## src/rtl/core/pswu_pkg.sv

```systemverilog
// shared types and constants of the process sleep/wakeup scheduler
package pswu_pkg;

	localparam int CHAN_W      = 16;
	localparam int PRIO_W      = 8;
	localparam int CEIL_W      = 7;
	localparam int STAT_W      = 3;
	localparam int MODE_W      = 3;
	localparam int SLOT_W      = 4;
	localparam int COUNT_W     = 5;
	localparam int CFG_IDX_W   = 2;
	localparam int CFG_DATA_W  = 16;

	// item modes
	localparam logic [MODE_W-1:0] MODE_INSTALL    = 3'd0;
	localparam logic [MODE_W-1:0] MODE_SLEEP      = 3'd1;
	localparam logic [MODE_W-1:0] MODE_WAKE       = 3'd2;
	localparam logic [MODE_W-1:0] MODE_PICK       = 3'd3;
	localparam logic [MODE_W-1:0] MODE_SET_LOADED = 3'd4;
	localparam logic [MODE_W-1:0] MODE_SET_FLAGS  = 3'd5;

	// slot status codes
	localparam logic [STAT_W-1:0] STAT_EMPTY    = 3'd0;
	localparam logic [STAT_W-1:0] STAT_SLEEPING = 3'd1;
	localparam logic [STAT_W-1:0] STAT_WAITING  = 3'd2;
	localparam logic [STAT_W-1:0] STAT_RUNNABLE = 3'd3;

	// configuration register indexes
	localparam logic [CFG_IDX_W-1:0] CFG_PRIO_CEILING = 2'd0;
	localparam logic [CFG_IDX_W-1:0] CFG_SWAP_IN_CHAN = 2'd1;
	localparam logic [CFG_IDX_W-1:0] CFG_SWAP_OUT_CHAN = 2'd2;

	localparam logic [CEIL_W-1:0] PRIO_CEILING_RST  = 7'd120;
	localparam logic [CHAN_W-1:0] SWAP_IN_CHAN_RST  = 16'd1;
	localparam logic [CHAN_W-1:0] SWAP_OUT_CHAN_RST = 16'd2;

	typedef enum logic [2:0] {
		ST_IDLE,
		ST_SLOT,
		ST_WAKE_START,
		ST_SCAN,
		ST_EMIT
	} state_t;

	typedef struct packed {
		logic [MODE_W-1:0]        mode;
		logic [SLOT_W-1:0]        slot;
		logic [CHAN_W-1:0]        channel;
		logic signed [PRIO_W-1:0] priority_req;
		logic                     signal_pending;
		logic [STAT_W-1:0]        new_status;
		logic                     loaded_mark;
		logic                     want_swap_in;
		logic                     want_swap_out;
	} req_t;

	typedef struct packed {
		logic [SLOT_W-1:0]  chosen_slot;
		logic               chosen_valid;
		logic [COUNT_W-1:0] woken_count;
		logic               reschedule;
		logic               sleep_aborted;
	} rsp_t;

	typedef struct packed {
		logic [STAT_W-1:0]        status;
		logic                     loaded;
		logic signed [PRIO_W-1:0] prio;
		logic [CHAN_W-1:0]        channel;
	} entry_t;

endpackage

```

## src/rtl/core/pswu_table.sv

```systemverilog
// process slot table: synchronous memory with one read port, one write port and per-entry valid bits
module pswu_table #(
	parameter int DEPTH  = 16,
	parameter int ADDR_W = 4
) (
	input  logic               clk,
	input  logic               arst_n,
	input  logic               rd_en,
	input  logic [ADDR_W-1:0]  rd_addr,
	output pswu_pkg::entry_t   rd_entry,
	input  logic               wr_en,
	input  logic [ADDR_W-1:0]  wr_addr,
	input  pswu_pkg::entry_t   wr_entry
);

	pswu_pkg::entry_t mem [DEPTH];
	logic [DEPTH-1:0] vld_q;
	pswu_pkg::entry_t rd_data_q;
	logic             rd_hit_q;

	always_ff @(posedge clk) begin
		if (wr_en) begin
			mem[wr_addr] <= wr_entry;
		end
		if (rd_en) begin
			rd_data_q <= mem[rd_addr];
		end
	end

	always_ff @(posedge clk or negedge arst_n) begin
		if (!arst_n) begin
			vld_q    <= '0;
			rd_hit_q <= 1'b0;
		end else begin
			if (wr_en) begin
				vld_q[wr_addr] <= 1'b1;
			end
			if (rd_en) begin
				rd_hit_q <= vld_q[rd_addr];
			end
		end
	end

	// never-written entries read as the all-zero reset entry
	assign rd_entry = rd_hit_q ? rd_data_q : '0;

endmodule

```

## src/rtl/core/process_sleep_wakeup_scheduler.sv

```systemverilog
// top level of the process sleep/wakeup scheduler; one transaction in flight at a time
// install, set loaded, sleep: read, write in ST_SLOT, then ST_EMIT; set flags, unused modes,
// an aborted sleep and a slot beyond the table: straight to ST_EMIT
// wake and pick: one table pass over the SLOT_COUNT slots in ST_SCAN, then ST_EMIT
// a wake that clears the swap-out flag adds a second pass; sleep that
// clears the swap-in flag adds one or two such passes; reset clears table valid bits at once
module process_sleep_wakeup_scheduler #(
	parameter int SLOT_COUNT = 16
) (
	input  logic                               clk,
	input  logic                               arst_n,
	input  logic                               req_valid,
	output logic                               req_ready,
	input  pswu_pkg::req_t                     req,
	output logic                               rsp_valid,
	input  logic                               rsp_ready,
	output pswu_pkg::rsp_t                     rsp,
	input  logic                               cfg_we,
	input  logic [pswu_pkg::CFG_IDX_W-1:0]     cfg_index,
	input  logic [pswu_pkg::CFG_DATA_W-1:0]    cfg_wdata
);

	localparam int IDX_W = $clog2(SLOT_COUNT);
	localparam logic [IDX_W-1:0] LAST_IDX = IDX_W'(SLOT_COUNT - 1);
	localparam logic [pswu_pkg::COUNT_W-1:0] COUNT_MAX = '1;

	pswu_pkg::state_t state_q, state_d;
	pswu_pkg::req_t   req_q;
	pswu_pkg::rsp_t   rsp_q;
	logic             rsp_valid_q;

	logic [pswu_pkg::CEIL_W-1:0] prio_ceiling_q;
	logic [pswu_pkg::CHAN_W-1:0] swap_in_chan_q;
	logic [pswu_pkg::CHAN_W-1:0] swap_out_chan_q;
	logic                        swap_in_q;
	logic                        swap_out_q;
	logic [IDX_W-1:0]            last_q;

	logic [IDX_W-1:0]                idx_q;
	logic [IDX_W-1:0]                cnt_q;
	logic [pswu_pkg::CHAN_W-1:0]     chan_q;
	logic                            pick_q;
	logic                            second_q;
	logic                            hit_q;
	logic [SLOT_COUNT-1:0]           mask_q;
	logic [pswu_pkg::COUNT_W-1:0]    woken_q;
	logic signed [pswu_pkg::PRIO_W-1:0] best_q;
	logic                            found_q;
	logic [IDX_W-1:0]                chosen_q;
	logic                            aborted_q;

	logic             rd_en;
	logic [IDX_W-1:0] rd_addr;
	pswu_pkg::entry_t rd_entry;
	logic             wr_en;
	logic [IDX_W-1:0] wr_addr;
	pswu_pkg::entry_t wr_entry;
	pswu_pkg::entry_t slot_new;
	pswu_pkg::entry_t woken_entry;

	logic             accept;
	logic             load_rsp;
	logic             slot_ok_in;
	logic             abort_in;
	logic [IDX_W-1:0] slot_idx_in;
	logic [IDX_W-1:0] slot_idx_q;
	logic [IDX_W-1:0] idx_next;
	logic [IDX_W-1:0] pick_start;
	logic             pass_last;
	logic             wake_match;
	logic             hit_now;
	logic             swap_in_wake;
	logic             pick_take;
	logic             found_d;
	logic [IDX_W-1:0] chosen_d;
	logic             second_pass;

	pswu_table #(
		.DEPTH  (SLOT_COUNT),
		.ADDR_W (IDX_W)
	) u_table (
		.clk      (clk),
		.arst_n   (arst_n),
		.rd_en    (rd_en),
		.rd_addr  (rd_addr),
		.rd_entry (rd_entry),
		.wr_en    (wr_en),
		.wr_addr  (wr_addr),
		.wr_entry (wr_entry)
	);

	assign slot_ok_in  = 32'(req.slot) < SLOT_COUNT;
	assign slot_idx_in = IDX_W'(req.slot);
	assign slot_idx_q  = IDX_W'(req_q.slot);
	assign abort_in    = (req.mode == pswu_pkg::MODE_SLEEP) && !req.priority_req[pswu_pkg::PRIO_W-1]
		&& req.signal_pending;
	assign idx_next    = (idx_q == LAST_IDX) ? '0 : idx_q + IDX_W'(1);
	assign pick_start  = (last_q == LAST_IDX) ? '0 : last_q + IDX_W'(1);
	assign pass_last   = (cnt_q == LAST_IDX);
	assign accept      = req_valid && req_ready;

	// per-entry decisions during a table pass
	assign wake_match  = !pick_q && (rd_entry.status != pswu_pkg::STAT_EMPTY)
		&& (rd_entry.channel == chan_q);
	assign hit_now     = wake_match && swap_out_q && !rd_entry.loaded;
	assign pick_take   = pick_q && (rd_entry.status == pswu_pkg::STAT_RUNNABLE) && rd_entry.loaded
		&& (rd_entry.prio < best_q);
	assign found_d     = found_q || pick_take;
	assign chosen_d    = pick_take ? idx_q : chosen_q;
	assign second_pass = !pick_q && !second_q && (hit_q || hit_now);
	assign swap_in_wake = (req_q.mode == pswu_pkg::MODE_SLEEP)
		&& !req_q.priority_req[pswu_pkg::PRIO_W-1] && swap_in_q;

	always_comb begin
		woken_entry         = rd_entry;
		woken_entry.status  = pswu_pkg::STAT_RUNNABLE;
		woken_entry.channel = '0;
	end

	always_comb begin
		slot_new = rd_entry;
		case (req_q.mode)
			pswu_pkg::MODE_INSTALL: begin
				slot_new.status  = req_q.new_status;
				slot_new.loaded  = req_q.loaded_mark;
				slot_new.prio    = req_q.priority_req;
				slot_new.channel = req_q.channel;
			end
			pswu_pkg::MODE_SLEEP: begin
				slot_new.status  = req_q.priority_req[pswu_pkg::PRIO_W-1] ?
					pswu_pkg::STAT_SLEEPING : pswu_pkg::STAT_WAITING;
				slot_new.prio    = req_q.priority_req;
				slot_new.channel = req_q.channel;
			end
			pswu_pkg::MODE_SET_LOADED: begin
				slot_new.loaded = req_q.loaded_mark;
			end
			default: begin
				slot_new = rd_entry;
			end
		endcase
	end

	always_ff @(posedge clk or negedge arst_n) begin
		if (!arst_n) begin
			state_q <= pswu_pkg::ST_IDLE;
		end else begin
			state_q <= state_d;
		end
	end

	always_comb begin
		state_d   = state_q;
		req_ready = 1'b0;
		rd_en     = 1'b0;
		rd_addr   = idx_next;
		wr_en     = 1'b0;
		wr_addr   = idx_q;
		wr_entry  = woken_entry;
		load_rsp  = 1'b0;
		case (state_q)
			pswu_pkg::ST_IDLE: begin
				req_ready = 1'b1;
				if (req_valid) begin
					case (req.mode)
						pswu_pkg::MODE_INSTALL, pswu_pkg::MODE_SLEEP,
						pswu_pkg::MODE_SET_LOADED: begin
							if (slot_ok_in && !abort_in) begin
								rd_en   = 1'b1;
								rd_addr = slot_idx_in;
								state_d = pswu_pkg::ST_SLOT;
							end else begin
								state_d = pswu_pkg::ST_EMIT;
							end
						end
						pswu_pkg::MODE_WAKE: begin
							rd_en   = 1'b1;
							rd_addr = '0;
							state_d = pswu_pkg::ST_SCAN;
						end
						pswu_pkg::MODE_PICK: begin
							rd_en   = 1'b1;
							rd_addr = pick_start;
							state_d = pswu_pkg::ST_SCAN;
						end
						default: begin
							state_d = pswu_pkg::ST_EMIT;
						end
					endcase
				end
			end
			pswu_pkg::ST_SLOT: begin
				wr_en    = 1'b1;
				wr_addr  = slot_idx_q;
				wr_entry = slot_new;
				state_d  = swap_in_wake ? pswu_pkg::ST_WAKE_START : pswu_pkg::ST_EMIT;
			end
			pswu_pkg::ST_WAKE_START: begin
				// read issued in the cycle after any slot write so it sees the new entry
				rd_en   = 1'b1;
				rd_addr = '0;
				state_d = pswu_pkg::ST_SCAN;
			end
			pswu_pkg::ST_SCAN: begin
				wr_en = wake_match;
				if (pass_last) begin
					state_d = second_pass ? pswu_pkg::ST_WAKE_START : pswu_pkg::ST_EMIT;
				end else begin
					rd_en = 1'b1;
				end
			end
			pswu_pkg::ST_EMIT: begin
				if (!rsp_valid_q || rsp_ready) begin
					load_rsp = 1'b1;
					state_d  = pswu_pkg::ST_IDLE;
				end
			end
			default: begin
				state_d = pswu_pkg::ST_IDLE;
			end
		endcase
	end

	always_ff @(posedge clk or negedge arst_n) begin
		if (!arst_n) begin
			prio_ceiling_q  <= pswu_pkg::PRIO_CEILING_RST;
			swap_in_chan_q  <= pswu_pkg::SWAP_IN_CHAN_RST;
			swap_out_chan_q <= pswu_pkg::SWAP_OUT_CHAN_RST;
			swap_in_q       <= 1'b0;
			swap_out_q      <= 1'b0;
			last_q          <= '0;
			req_q           <= '0;
			idx_q           <= '0;
			cnt_q           <= '0;
			chan_q          <= '0;
			pick_q          <= 1'b0;
			second_q        <= 1'b0;
			hit_q           <= 1'b0;
			mask_q          <= '0;
			woken_q         <= '0;
			best_q          <= '0;
			found_q         <= 1'b0;
			chosen_q        <= '0;
			aborted_q       <= 1'b0;
		end else begin
			if (cfg_we) begin
				case (cfg_index)
					pswu_pkg::CFG_PRIO_CEILING:  prio_ceiling_q  <= cfg_wdata[pswu_pkg::CEIL_W-1:0];
					pswu_pkg::CFG_SWAP_IN_CHAN:  swap_in_chan_q  <= cfg_wdata;
					pswu_pkg::CFG_SWAP_OUT_CHAN: swap_out_chan_q <= cfg_wdata;
					default: ;
				endcase
			end
			case (state_q)
				pswu_pkg::ST_IDLE: begin
					if (accept) begin
						req_q     <= req;
						mask_q    <= '0;
						woken_q   <= '0;
						hit_q     <= 1'b0;
						second_q  <= 1'b0;
						found_q   <= 1'b0;
						chosen_q  <= '0;
						best_q    <= $signed({1'b0, prio_ceiling_q});
						aborted_q <= abort_in && slot_ok_in;
						chan_q    <= req.channel;
						pick_q    <= (req.mode == pswu_pkg::MODE_PICK);
						idx_q     <= (req.mode == pswu_pkg::MODE_PICK) ? pick_start : '0;
						cnt_q     <= '0;
						if (req.mode == pswu_pkg::MODE_SET_FLAGS) begin
							swap_in_q  <= req.want_swap_in;
							swap_out_q <= req.want_swap_out;
						end
					end
				end
				pswu_pkg::ST_SLOT: begin
					if (swap_in_wake) begin
						swap_in_q <= 1'b0;
						chan_q    <= swap_in_chan_q;
					end
				end
				pswu_pkg::ST_WAKE_START: begin
					idx_q <= '0;
					cnt_q <= '0;
				end
				pswu_pkg::ST_SCAN: begin
					if (wake_match) begin
						mask_q[idx_q] <= 1'b1;
						// count each slot once even if the swap-out pass matches it again
						if (!mask_q[idx_q] && woken_q != COUNT_MAX) begin
							woken_q <= woken_q + pswu_pkg::COUNT_W'(1);
						end
					end
					if (hit_now) begin
						swap_out_q <= 1'b0;
						hit_q      <= 1'b1;
					end
					if (pick_take) begin
						best_q   <= rd_entry.prio;
						chosen_q <= idx_q;
						found_q  <= 1'b1;
					end
					if (pass_last) begin
						if (pick_q) begin
							last_q <= found_d ? chosen_d : '0;
						end
						if (second_pass) begin
							second_q <= 1'b1;
							chan_q   <= swap_out_chan_q;
						end
					end else begin
						idx_q <= idx_next;
						cnt_q <= cnt_q + IDX_W'(1);
					end
				end
				default: ;
			endcase
		end
	end

	always_ff @(posedge clk or negedge arst_n) begin
		if (!arst_n) begin
			rsp_valid_q <= 1'b0;
		end else if (load_rsp) begin
			rsp_valid_q <= 1'b1;
		end else if (rsp_ready) begin
			rsp_valid_q <= 1'b0;
		end
	end

	always_ff @(posedge clk) begin
		if (load_rsp) begin
			rsp_q.chosen_slot   <= found_q ? pswu_pkg::SLOT_W'(chosen_q) : '0;
			rsp_q.chosen_valid  <= found_q;
			rsp_q.woken_count   <= woken_q;
			rsp_q.reschedule    <= (woken_q != '0);
			rsp_q.sleep_aborted <= aborted_q;
		end
	end

	assign rsp_valid = rsp_valid_q;
	assign rsp       = rsp_q;

endmodule

```

## config.mk

```make
export PLATFORM = sky130hd
export DESIGN_NAME = process_sleep_wakeup_scheduler
export DESIGN_NICKNAME = d
export VERILOG_FILES = /design/src/rtl/core/pswu_pkg.sv /design/src/rtl/core/pswu_table.sv /design/src/rtl/core/process_sleep_wakeup_scheduler.sv
export SDC_FILE = /design/constraint.sdc
export NUM_CORES = 1
export LEC_CHECK = 0
export ABC_AREA = 1
export BUFFER_PORTS_ARGS = -buffer_cell sky130_fd_sc_hd__buf_2
export CORE_UTILIZATION = 45
export CTS_CLUSTER_SIZE = 10
export DETAILED_ROUTE_END_ITERATION = 16
export GPL_TIMING_DRIVEN = 0
export SLEW_MARGIN = 20
export SYNTH_ARGS = -nofsm -noshare
export SYNTH_HDL_FRONTEND = slang
export SYNTH_SLANG_ARGS = --single-unit
```

## constraint.sdc

```tcl
create_clock -name clk -period 3.5 [get_ports clk]
set_input_delay 0.7 -clock clk [delete_from_list [all_inputs] [get_ports clk]]
set_output_delay 0.7 -clock clk [all_outputs]
set_load 0.005 [all_outputs]
```

==> flow_summary.yaml <==
outcome:
  outcome: "completed"
sta:
  fmax_mhz: 302
  tightest_slew_ns: 1.02
  fin_crit_ns: 3.31
  slew_violations: 0
  slew_headroom_pct: 31.8
  setup-tns-final_ns: 0
  setup_violations: 0
  fin_crit_sh_pct: 94.6
  finClkSkew_ns: 0.0229
  grt_setup_unrepaired: "no"
  hold_viol: 0
  hold_slack_ns: 0.0196
global_routing:
  grt_start_max_net_pins: 101
  gr-usage-all-layers_pct: 25.2
  grt_pass1_wl_mm: 120
  grt_overflow: 0
  grt_pass1_vias: 19900
  antenna_found_initial: 0
critical_path:
  crit_path_end_kind: "flop"
  cpPeakStageDelay_ns: 0.49
  path_depth: 10
  crit_buf_inv: 2
  cp.arrival_ns: 3.63
  worstSetupStartpoint: "u_table.rd_hit_q"
  cp_top_family: "simple AND/OR/NAND/NOR gates"
  slowest_stage: "nor2_4"
  path_max_fanout: 18
  worstReg2RegStart: "u_table.rd_hit_q"
  r2r_slack_ns: 0.19
  r2r-end: "u_table.mem[3][9]"
  crit_top_cell: "nand2_1"
  worstSetupPathType: "flop to flop"
  rr_worst_depth: 10
  critPathCapture: "u_table.mem[3][9]"
  cp-start-kind: "flop"
  cp_cell_sequence: "buf_2 -> nand2_1 -> o21ai_0 -> a211o_1 -> nor3_1 -> nand4_1 -> nand2_1 -> nand2_1 -> nor2_4 -> buf_12"
  required_ns: 3.82
synthesis:
  netlist_area_um2: 28100
  syn_avg_cell_area_um2: 11.1
  synth-main-ff-cell: "edfxtp_1"
  ys_warn_count: 0
  async_reset_ff_share_pct: 25.0
  ys_seq_elements: 651
  ys_types: 46
  syn_nets: 2610
  synth_edf_count: 488
  ys_seq_area_share_pct: 66.8
  synthCells: 2533
place:
  dp.cells: 3470
  buffer_ports.inserted: 74
  globalplace.congestion: 0.911
  place_area_um2: 30200
  dp_hpwl_mm: 56.6
die:
  core_um2: 61600
  num_rows: 91
  die_h_um: 252
  ios: 75
  start_util_pct: 45.5
  die_area_um2: 63400
  fp.dieW_um: 252
route:
  drt_wl_total_mm: 79.2
  drc: 0
  ant_nets: 0
  via_per_inst: 5.56
  dr.pass1.iters: 6
  vias: 20000
  wl_per_cell_um: 22.0
  drt_iter0_drc: 2096
power_and_ir_drop:
  pwr_density_cell_nw_per_um2: 873
  p_leak_nw: 12.8
  ir_drop_mv: 0.472
final_layout:
  instances_no_fill: 3598
  num_antenna_cells: 0
  syn_to_final_growth_pct: 16.4
  fin_nets: 2801
  utilization_pct: 53.0
  final_area_um2: 32700
  n_fill_cell: 5389
  drive_gt1_share_pct: 13.7
  layout_common_cells: "edfxtp_1 (488), nand2_1 (480), inv_1 (250)"
  final_common_cell: "edfxtp_1"
clocking:
  cts_hold_buffers: 0
  cts_made_buffers: 76
  cts_max_path_buffers: 3
  h-tree-depth: 3
  cts-root-buf: "clkbuf_16"
  cts_tree: "yes"
  clk_latency_ns: 0.62
  clock_sinks: 651
  cts.clk_slew.worst_paths_ns: 0.05
worst_hold_path:
  min_path_type: "primary input to async pin"
flow_run:
  cap_violations: 0
[per-stage QoR]
stage | power (mW) | worst slack, ns
3_5_place_dp | 21.3 | -0.0270
4_1_cts | 28.5 | 0.0266
5_1_grt | 29.9 | 0.00875
2_1_floorplan | 17.0 | 0.393
6_report | 28.5 | 0.188
3_3_place_gp | 20.7 | -1.75
[cell families after synthesis]
| group | Yosys count | share of synthesized area, % |
|---|---|---|
| AOI/OAI and AO/OA | 708 | 14.9 |
| muxes | 1 | 0.0401 |
| xor gates and xnor gates | 10 | 0.312 |
| buffers and inverters | 412 | 6.09 |
| adders and majority gates | 16 | 0.714 |
| DFF | 651 | 66.8 |
| and+or+nand+nor | 735 | 11.1 |
[per-layer routing]
| layer | share of wire, % | vias up | track usage [%] |
|---|---|---|---|
| met3 | 7.6 | 161 | 4.10 |
| li1 | - | 9322 | - |
| met5 | 0 | - | 0 |
| met4 | 3.7 | 0 | 11.1 |
| met1 | 42 | 9694 | 34.2 |
| met2 | 46 | 812 | 40.0 |
[sequential cells by signal (all words and copies together), names as in the netlist, 3 cells and up]
signal	cells
swap_in_chan_q	16
req_q	31
prio_ceiling_q	7
cnt_q	4
rsp	12
chosen_q	4
last_q	4
mask_q	16
best_q	8
chan_q	16
swap_out_chan_q	16
woken_q	5
idx_q	4
u_table.rd_data_q	28
u_table.vld_q	16
slot_idx_q	4
u_table.mem	448
state_q	3
[synth_stat cells, types with 5 or more instances]
cell | instances | area [µm²]
edfxtp_1 | 488 | 14700
nand2_1 | 481 | 1810
inv_1 | 250 | 938
o21ai_0 | 246 | 1230
o211ai_1 | 225 | 1690
a21oi_1 | 181 | 906
dfrtp_1 | 157 | 3930
nand3_1 | 123 | 616
nor2_1 | 76 | 285
buf_2 | 73 | 365
clkbuf_1 | 58 | 218
o21ai_1 | 27 | 135
nand4_1 | 24 | 150
ha_1 | 16 | 200
a22oi_1 | 14 | 105
inv_2 | 11 | 41.3
buf_4 | 10 | 75.1
xor2_1 | 7 | 61.3
dfstp_2 | 6 | 158
nand2_2 | 6 | 37.5
nor3_1 | 5 | 25.0
[timing repair]
action                                  4_1_cts  5_1_grt
buffers inserted                              2       11
pin swaps                                     1        5
gates resized for setup                       0        5
endpoints found under the setup margin       13      110
[area by class of cell]
type	count	area, µm²	area share (%)
Buffer	148	717	2.19
Clock buffer	107	2040	6.24
Clock inverter	8	174	0.532
Inverter	264	993	3.04
Multi-Input combinational cell	1470	7840	24.0
Sequential cell	651	18700	57.4
Tap cell	837	1050	3.21
Timing Repair Buffer	113	1120	3.42
[report_power, final]
group / internal (mW) / switching, mW / leakage, nW
logic: 2.86 / 7.53 / 5.12
clock network: 4.07 / 3.09 / 1.06
registers: 10.4 / 0.535 / 6.57
[worst min-delay path by stage]
stage | slack [ns] | startpoint | end
floorplan | 0.40 | arst_n | aborted_q
global placement | 0.44 | u_table.vld_q[1] | u_table.vld_q[1]
detailed placement | 0.45 | u_table.vld_q[12] | u_table.vld_q[12]
CTS | 0.02 | arst_n | woken_q[0]
global route | 0.04 | arst_n | woken_q[2]
finish | 0.02 | arst_n | woken_q[2]
Power figures use the tool's default switching activity.
